**src/rtl/stt_pkg.sv**
```systemverilog
`default_nettype none

package stt_pkg;

    typedef enum logic [2:0] {
        MODE_IDLE    = 3'd0,
        MODE_COMMENT = 3'd1,
        MODE_QUOTED  = 3'd2,
        MODE_ESCAPE  = 3'd3,
        MODE_BARE    = 3'd4
    } mode_t;

    localparam logic [2:0] KIND_BYTE  = 3'd0;
    localparam logic [2:0] KIND_END   = 3'd1;
    localparam logic [2:0] KIND_COLON = 3'd2;
    localparam logic [2:0] KIND_SEMI  = 3'd3;
    localparam logic [2:0] KIND_LBR   = 3'd4;
    localparam logic [2:0] KIND_RBR   = 3'd5;

    localparam logic [7:0] CH_TAB    = 8'h09;
    localparam logic [7:0] CH_LF     = 8'h0A;
    localparam logic [7:0] CH_CR     = 8'h0D;
    localparam logic [7:0] CH_SPACE  = 8'h20;
    localparam logic [7:0] CH_DQUOTE = 8'h22;
    localparam logic [7:0] CH_HASH   = 8'h23;
    localparam logic [7:0] CH_SQUOTE = 8'h27;
    localparam logic [7:0] CH_COMMA  = 8'h2C;
    localparam logic [7:0] CH_COLON  = 8'h3A;
    localparam logic [7:0] CH_SEMI   = 8'h3B;
    localparam logic [7:0] CH_BSLASH = 8'h5C;
    localparam logic [7:0] CH_LBRACE = 8'h7B;
    localparam logic [7:0] CH_RBRACE = 8'h7D;

    typedef struct packed {
        logic [2:0] kind;
        logic [7:0] token_byte;
        logic       last;
    } result_t;

    typedef struct packed {
        logic    emit;
        result_t res;
        mode_t   mode;
        logic    quote;
    } start_t;

    function automatic logic is_space(input logic [7:0] c);
        return (c == CH_SPACE) || (c == CH_TAB) || (c == CH_CR) || (c == CH_LF);
    endfunction

    function automatic logic is_punct(input logic [7:0] c);
        return (c == CH_COLON) || (c == CH_SEMI) || (c == CH_LBRACE) || (c == CH_RBRACE);
    endfunction

    function automatic logic [2:0] punct_kind(input logic [7:0] c);
        logic [2:0] k;
        case (c)
            CH_COLON:  k = KIND_COLON;
            CH_SEMI:   k = KIND_SEMI;
            CH_LBRACE: k = KIND_LBR;
            default:   k = KIND_RBR;
        endcase
        return k;
    endfunction

    // Handling of a byte that arrives between tokens.
    function automatic start_t start_token(input logic [7:0] c, input logic quote_cur);
        start_t s;
        s.emit           = 1'b0;
        s.res.kind       = KIND_BYTE;
        s.res.token_byte = 8'h00;
        s.res.last       = 1'b0;
        s.mode           = MODE_IDLE;
        s.quote          = quote_cur;
        if (is_space(c) || (c == CH_COMMA)) begin
            s.mode = MODE_IDLE;
        end else if (c == CH_HASH) begin
            s.mode = MODE_COMMENT;
        end else if (is_punct(c)) begin
            s.emit     = 1'b1;
            s.res.kind = punct_kind(c);
        end else if ((c == CH_DQUOTE) || (c == CH_SQUOTE)) begin
            s.quote = (c == CH_SQUOTE);
            s.mode  = MODE_QUOTED;
        end else begin
            s.emit           = 1'b1;
            s.res.token_byte = c;
            s.mode           = MODE_BARE;
        end
        return s;
    endfunction

endpackage

`default_nettype wire

```
**src/rtl/spec_text_tokenizer_core.sv**
```systemverilog
// Channel   Direction  Ports                                   Moves
// s_        in         s_valid s_ready s_in_byte s_end_of_input  one text byte or end mark
// m_        out        m_valid m_ready m_kind m_token_byte m_last one token result
//
// A word is lexed in the cycle it is accepted; its results enter a three-entry result
// queue and leave one per cycle while m_ready is high, so the rate is one word per
// cycle, less when m_ready stalls or a word ends an unquoted string with punctuation.
// The input is ready while the queue holds at most one result.
// Synchronous reset empties the queue and returns the lexer to idle between tokens.
`default_nettype none

module spec_text_tokenizer_core
    import stt_pkg::*;
(
    input  wire logic       aclk,
    input  wire logic       aresetn,
    input  wire logic       s_valid,
    output logic            s_ready,
    input  wire logic [7:0] s_in_byte,
    input  wire logic       s_end_of_input,
    output logic            m_valid,
    input  wire logic       m_ready,
    output logic [2:0]      m_kind,
    output logic [7:0]      m_token_byte,
    output logic            m_last
);

    localparam int QDepth = 3;

    mode_t      mode_reg, mode_next;
    logic       quote_reg, quote_next;
    result_t    q_reg  [QDepth];
    result_t    q_next [QDepth];
    logic [1:0] count_reg, count_next;

    logic [1:0] n_res;
    result_t    r0, r1;
    start_t     st;
    logic       push, pop;
    logic [1:0] base;
    logic [7:0] close_ch;

    assign s_ready      = (count_reg <= 2'd1);
    assign m_valid      = (count_reg != 2'd0);
    assign m_kind       = q_reg[0].kind;
    assign m_token_byte = q_reg[0].token_byte;
    assign m_last       = q_reg[0].last;

    assign push = s_valid && s_ready;
    assign pop  = m_valid && m_ready;

    // Lexer step for the word at the input.
    always_comb begin
        n_res      = 2'd0;
        r0         = '{kind: KIND_BYTE, token_byte: 8'h00, last: 1'b1};
        r1         = '{kind: KIND_BYTE, token_byte: 8'h00, last: 1'b1};
        mode_next  = mode_reg;
        quote_next = quote_reg;
        close_ch   = quote_reg ? CH_SQUOTE : CH_DQUOTE;
        st         = start_token(s_in_byte, quote_reg);
        if (s_end_of_input) begin
            if ((mode_reg == MODE_QUOTED) || (mode_reg == MODE_ESCAPE) ||
                (mode_reg == MODE_BARE)) begin
                n_res   = 2'd1;
                r0.kind = KIND_END;
            end
            mode_next = MODE_IDLE;
        end else begin
            unique case (mode_reg)
                MODE_COMMENT: begin
                    if (s_in_byte == CH_LF) mode_next = MODE_IDLE;
                end
                MODE_QUOTED: begin
                    if (s_in_byte == close_ch) begin
                        n_res     = 2'd1;
                        r0.kind   = KIND_END;
                        mode_next = MODE_IDLE;
                    end else if (s_in_byte == CH_BSLASH) begin
                        mode_next = MODE_ESCAPE;
                    end else begin
                        n_res         = 2'd1;
                        r0.token_byte = s_in_byte;
                    end
                end
                MODE_ESCAPE: begin
                    n_res         = 2'd1;
                    r0.token_byte = s_in_byte;
                    mode_next     = MODE_QUOTED;
                end
                MODE_BARE: begin
                    if (is_space(s_in_byte) || is_punct(s_in_byte) ||
                        (s_in_byte == CH_COMMA) || (s_in_byte == CH_HASH) ||
                        (s_in_byte == CH_DQUOTE) || (s_in_byte == CH_SQUOTE)) begin
                        // String end, then whatever the terminating byte starts.
                        r0.kind    = KIND_END;
                        r0.last    = !st.emit;
                        r1         = st.res;
                        r1.last    = 1'b1;
                        n_res      = st.emit ? 2'd2 : 2'd1;
                        mode_next  = st.mode;
                        quote_next = st.quote;
                    end else begin
                        n_res         = 2'd1;
                        r0.token_byte = s_in_byte;
                    end
                end
                default: begin
                    r0         = st.res;
                    r0.last    = 1'b1;
                    n_res      = st.emit ? 2'd1 : 2'd0;
                    mode_next  = st.mode;
                    quote_next = st.quote;
                end
            endcase
        end
    end

    // Result queue: head at entry 0, shifts down on each taken result.
    always_comb begin
        base = count_reg - {1'b0, pop};
        for (int i = 0; i < QDepth; i++) q_next[i] = q_reg[i];
        if (pop) begin
            for (int i = 0; i < QDepth - 1; i++) q_next[i] = q_reg[i + 1];
        end
        for (int i = 0; i < QDepth; i++) begin
            if (push && (n_res != 2'd0) && (base == 2'(i))) q_next[i] = r0;
            if (push && (n_res == 2'd2) && ((base + 2'd1) == 2'(i))) q_next[i] = r1;
        end
        count_next = count_reg - {1'b0, pop} + (push ? n_res : 2'd0);
    end

    always_ff @(posedge aclk) begin
        if (!aresetn) begin
            mode_reg  <= MODE_IDLE;
            quote_reg <= 1'b0;
            count_reg <= 2'd0;
        end else begin
            count_reg <= count_next;
            if (push) begin
                mode_reg  <= mode_next;
                quote_reg <= quote_next;
            end
        end
    end

    always_ff @(posedge aclk) begin
        for (int i = 0; i < QDepth; i++) q_reg[i] <= q_next[i];
    end

    // The second result of a word is already queued when the first leaves.
    a_second_follows: assert property (@(posedge aclk) disable iff (!aresetn)
        m_valid && m_ready && !m_last |=> m_valid)
        else $error("second result of a word missing");

    a_eoi_idle: assert property (@(posedge aclk) disable iff (!aresetn)
        s_valid && s_ready && s_end_of_input |=> mode_reg == MODE_IDLE)
        else $error("lexer not idle after end of input");

    a_byte_zero: assert property (@(posedge aclk) disable iff (!aresetn)
        m_valid && (m_kind != KIND_BYTE) |-> m_token_byte == 8'h00)
        else $error("nonzero byte on a non-byte token");

    a_no_lost: assert property (@(posedge aclk) disable iff (!aresetn)
        !pop && !push && m_valid |=> m_valid && $stable(m_kind) && $stable(m_token_byte))
        else $error("queued result changed without a handshake");

endmodule

`default_nettype wire

```
**config.mk**
```make
export PLATFORM = sky130hd
export DESIGN_NAME = spec_text_tokenizer_core
export DESIGN_NICKNAME = d
export VERILOG_FILES = /design/src/rtl/stt_pkg.sv /design/src/rtl/spec_text_tokenizer_core.sv
export SDC_FILE = /design/constraint.sdc
export NUM_CORES = 1
export LEC_CHECK = 0
export ABC_AREA = 1
export BUFFER_PORTS_ARGS = -buffer_cell sky130_fd_sc_hd__buf_2
export CORE_UTILIZATION = 30
export DETAILED_ROUTE_END_ITERATION = 12
export REMOVE_ABC_BUFFERS = 1
export SYNTH_ARGS = -nofsm -noshare
export SYNTH_HDL_FRONTEND = slang
export SYNTH_SLANG_ARGS = --single-unit
```
**constraint.sdc**
```tcl
create_clock -name aclk -period 4.5 [get_ports aclk]
set_input_delay 0.675 -clock aclk [delete_from_list [all_inputs] [get_ports aclk]]
set_output_delay 0.675 -clock aclk [all_outputs]
set_load 0.005 [all_outputs]
```
Word level (Yosys, flattened, before mapping)
Memory sizes are Yosys's and may differ from the RTL's.
Cells that the tools add are included.
- output and inout bits: 14
- bits of input ports: 13
- register bits: 6
- word-level logic and storage cells: 126
- memories kept: 1
- RAM bits: 36
- reductions and logical operators: 34
- eq/ne operators: 27
- bitwise gates (word level): 2
- muxes and demuxes: 55
- magnitude comparators: 1
- add/subtract/negate cells: 3
- memories (name ; depth ; width ; rd ports ; clocked after memory_dff ; write ports ; RTL line ; source):
    q_reg ; 3 ; 12 ; 3 ; 0 ; 3 ; spec_text_tokenizer_core.sv:32 ; result_t q_reg [QDepth];
- operator list (cell ; number):
    2-to-1 mux 12 bit ; 11
    == test 8 x 6 -> 1 bit, second input constant ; 7
    2-to-1 mux 8 bit ; 5
    2-to-1 mux 3 bit ; 11
    case mux 8 bit (4 select lines) ; 1
    == test 8 x 4 -> 1 bit, second input constant ; 3
    == test 8 x 7 -> 1 bit, second input constant ; 3
    2-to-1 mux 24 bit ; 1
    case mux 3 bit (3 select lines) ; 2
    logical OR 1 bit ; 15
    2-to-1 mux 1 bit ; 15
    case mux 3 bit (4 select lines) ; 1
    logical AND 1 bit ; 10
    2-to-1 mux 9 bit ; 1
    == test 8 x 6 -> 1 bit ; 1
    2-to-1 mux 2 bit ; 4
    case mux 2 bit (4 select lines) ; 1
    AND reduction 4 bit ; 2
    == test 2 bit, second input constant ; 3
    == test 3 x 2 -> 1 bit, second input constant ; 2
    == test 2 x 1 -> 1 bit, second input constant ; 2
    zero test 2 bit ; 2
    2-to-1 mux 4 bit ; 1
    inequality test 4 x 2 -> 1 bit, second input constant ; 1
    other kinds (15) ; 17

Depth between registers and ports, before layout
- depth after elaboration: 17
- mapped depth: 17
- mapped depth without buffers: 15

Worst setup path before layout
No wires, ideal clock.
- path type: input port to flip-flop
- start: in m_ready
- end: mem q_reg[0][13] (netlist name), enable pin
- data arrival time: 2.450 ns
- stages: 10
- library setup time: 0.355 ns
- setup slack: 1.695 ns
- data required time: 4.145 ns
- path buffers: 2
- cell sequence: nand2_1 inv_1 ha_1 xnor2_1 inv_1 nor2_1 buf_2 nand2_1 buf_2 nand3_1
- RTL lines (item ; RTL line ; source):
    start: declaration ; spec_text_tokenizer_core.sv:22 ; input wire logic m_ready,
    end: declaration ; spec_text_tokenizer_core.sv:32 ;

==> results.ini <==
[placement]
dp.cells=555
io_buffer_count=26
dpl_worst_slack_ns=0.905
gp_congestion=0.874
hpwl_um=5740

[synthesis]
netlist_area_um2=3010
ys_types=31
ys_warn_count=0
ys_ff_latch=42
synthMuxAreaShare_pct=0
synth_top_family_by_area=simple AND/OR/NAND/NOR gates
synthXorXnorAreaFrac_pct=0.291
synthAdderAreaFrac_pct=0.833
synth_area_per_cell_um2=7.21
synth-simple-area-share_pct=38.8
synth_cells=417
yosysSeqAreaShare_pct=39.0
synth_compound_area_share_pct=7.58

[power]
seqPwrFrac_pct=35.5
clkPwrFrac_pct=17.2
p_sw_mw=0.795
power.combinational.fraction_pct=47.3
cellPowerDensity_nw_per_um2=568
power.leakage_nw=1.55
switching_share_pct=43.0
intPower_mw=1.05
ir_drop_mv=0.200

[routing]
drt_iter0_drc=153
wl_per_cell_um=13.0
drc=0
antenna_left=0
via_count=2695
drt-total-wl_um=7300
dr.pass1.iters=5
avgViaCountPerCell=4.79

[min_path]
hp-class=reg2reg

[timing]
worstMarginPinSlew_ns=0.761
period_minus_slack_ns=3.29
finalSetupTns_ns=0
period_share_pct=73.2
max_freq_ghz=0.304
fin_worst_skew_ns=0.0118
relSlewSlack_pct=49.1
rsz0062_at_grt=no
final_hold_viol_count=0
slew_viol_final=0
setup_viol=0
fin_ws_ns=1.21

[global_routing]
grt_pass1_wl_um=12400
overflow=0
grt_pass1_vias=2503
antenna_found_initial=0
grt_util_all_layers_pct=15.6
grt_max_degree=18

[clocking]
numClockSinks=42
h-tree-depth=2
postCtsSetupBuffers=0
clockRootBuffer=clkbuf_8
clk_pin_slew_ns=0.09
numCtsBuffers=5
hold_buffers=0
clockBufferDepth=2
post_cts_resized=0
clk_latency_ns=0.31
cts_tree=done

[floorplan]
initial_core_util_pct=30.9
num_rows=36
die_area_um2=10400
coreArea_um2=9730
die_h_um=102
io_pins=27
fp.dieW_um=102

[worst_setup_path]
rr_endpoint=q_reg[0][17]$_DFFE_PP_
critPathLaunchType=primary input
crit_chain=buf_2, nand2_1, inv_1, ha_1, xnor2_1, inv_1, nor2_1, nand2_1, nand3_1
timing.rr.start=count_reg[1]$_SDFF_PN0_
critPathCaptureType=flop
reg2reg_depth=10
cpPeakStageDelay_ns=0.61
crit_family=simple AND/OR/NAND/NOR gates
worstPathArrival_ns=3.24
crit_end=q_reg[0][17]$_DFFE_PP_
slowest_stage=nor2_1
cp_num_cells=9
r2r_setup_slack_ns=1.21
worstPathRequired_ns=4.44
cp_num_buf_inv=3
critPathMaxFanout=11
startpoint=m_ready
setup.worst_path.class=in2reg

[layout]
utilization_pct=33.4
mostFrequentLayoutCells=119 x nand2_1, 57 x inv_1, 48 x nor2_1, 40 x nand3_1, 33 x edfxtp_1
n_antenna_cell=0
layout.nets=444
largest_register_ffs=36
stdcell_count=563
drive_above_1_share_pct=14.9
areaGrowthSynthToFinish_pct=8.28
layout_commonest_cell=nand2_1

[status]
status=completed

[run]
cap_viol_max_count=0

[cell usage after synthesis, drive strengths merged]
cell	number	share of area, %
nand4	14	2.9
edfxtp	33	33
o2111ai	2	0.58
nand2	128	17
nor3	5	1.2
o21ai	16	2.8
nand3b	1	0.25
dfxtp	9	6.0
a31oi	1	0.21
a21oi	18	3.2
nand3	46	10
nor2	52	7.3
xnor2	1	0.29
clkinv	1	0.12
ha	2	0.83
inv	63	7.9
buf	21	5.5
o31ai	3	0.75
clkbuf	1	0.12
[routing by layer]
layer	global-route usage, %	vias to the layer above	routed length, um
li1	-	1366	-
met4	3.96	0	122
met1	21.5	1237	3460
met2	25.1	79	3370
met3	2.94	13	352
met5	0	-	0
[cell type report]
type                            count  area [um^2]
Clock buffer                        5         68.8
Clock inverter                      3         43.8
Fill cell                        1078         6470
Inverter                           64          240
Multi-Input combinational cell    289         1430
Sequential cell                    42         1170
Tap cell                          133          166
Timing Repair Buffer               27          138
[tightest hold or removal path: cells and delay by family (launching register included)]
family | cells | cell delay, ns
simple gates | 2 | 0.10
flops | 1 | 0.35
[power by group through the flow]
| stage | registers [mW] | clock network, mW | logic, mW |
|---|---|---|---|
| after detailed placement | 0.667 | 0 | 0.872 |
| after CTS | 0.658 | 0.315 | 0.875 |
| final | 0.656 | 0.317 | 0.875 |
| after global routing | 0.675 | 0.334 | 1.00 |
| after global placement | 0.668 | 0 | 0.864 |
| after floorplan | 0.670 | 0 | 0.617 |
[worst min-delay path by stage]
stage                                          from                         to  slack, ns  depth (start not counted)
final                     q_reg[0][24]$_SDFFE_PP1N_  q_reg[0][24]$_SDFFE_PP1N_       0.48                          2
after global routing      q_reg[0][24]$_SDFFE_PP1N_  q_reg[0][24]$_SDFFE_PP1N_       0.52                          2
after CTS                 q_reg[0][24]$_SDFFE_PP1N_  q_reg[0][24]$_SDFFE_PP1N_       0.48                          2
after detailed placement  q_reg[0][24]$_SDFFE_PP1N_  q_reg[0][24]$_SDFFE_PP1N_       0.46                          2
after global placement    q_reg[0][24]$_SDFFE_PP1N_  q_reg[0][24]$_SDFFE_PP1N_       0.46                          2
after floorplan           q_reg[0][24]$_SDFFE_PP1N_  q_reg[0][24]$_SDFFE_PP1N_       0.43                          2
[kinds of logic after synthesis]
kind of cell,count (synthesis)
adder cells (fa/ha/maj),2
flip-flops,42
AND/OR/NAND/NOR,246
buffers and inverters,86
AO/OA/AOI/OAI,40
XOR/XNOR,1
[stage by stage]
stage / hold slack [ns] / power [mW] / cell area [um^2]
3_3_place_gp: 0.464 / 1.53 / 3140
3_5_place_dp: 0.462 / 1.54 / 3140
4_1_cts: 0.483 / 1.85 / 3250
5_1_grt: 0.519 / 2.01 / 3250
6_report: 0.478 / 1.85 / 3250
2_1_floorplan: 0.429 / 1.29 / 2840
Note: power is estimated with default switching activity, not from simulation.
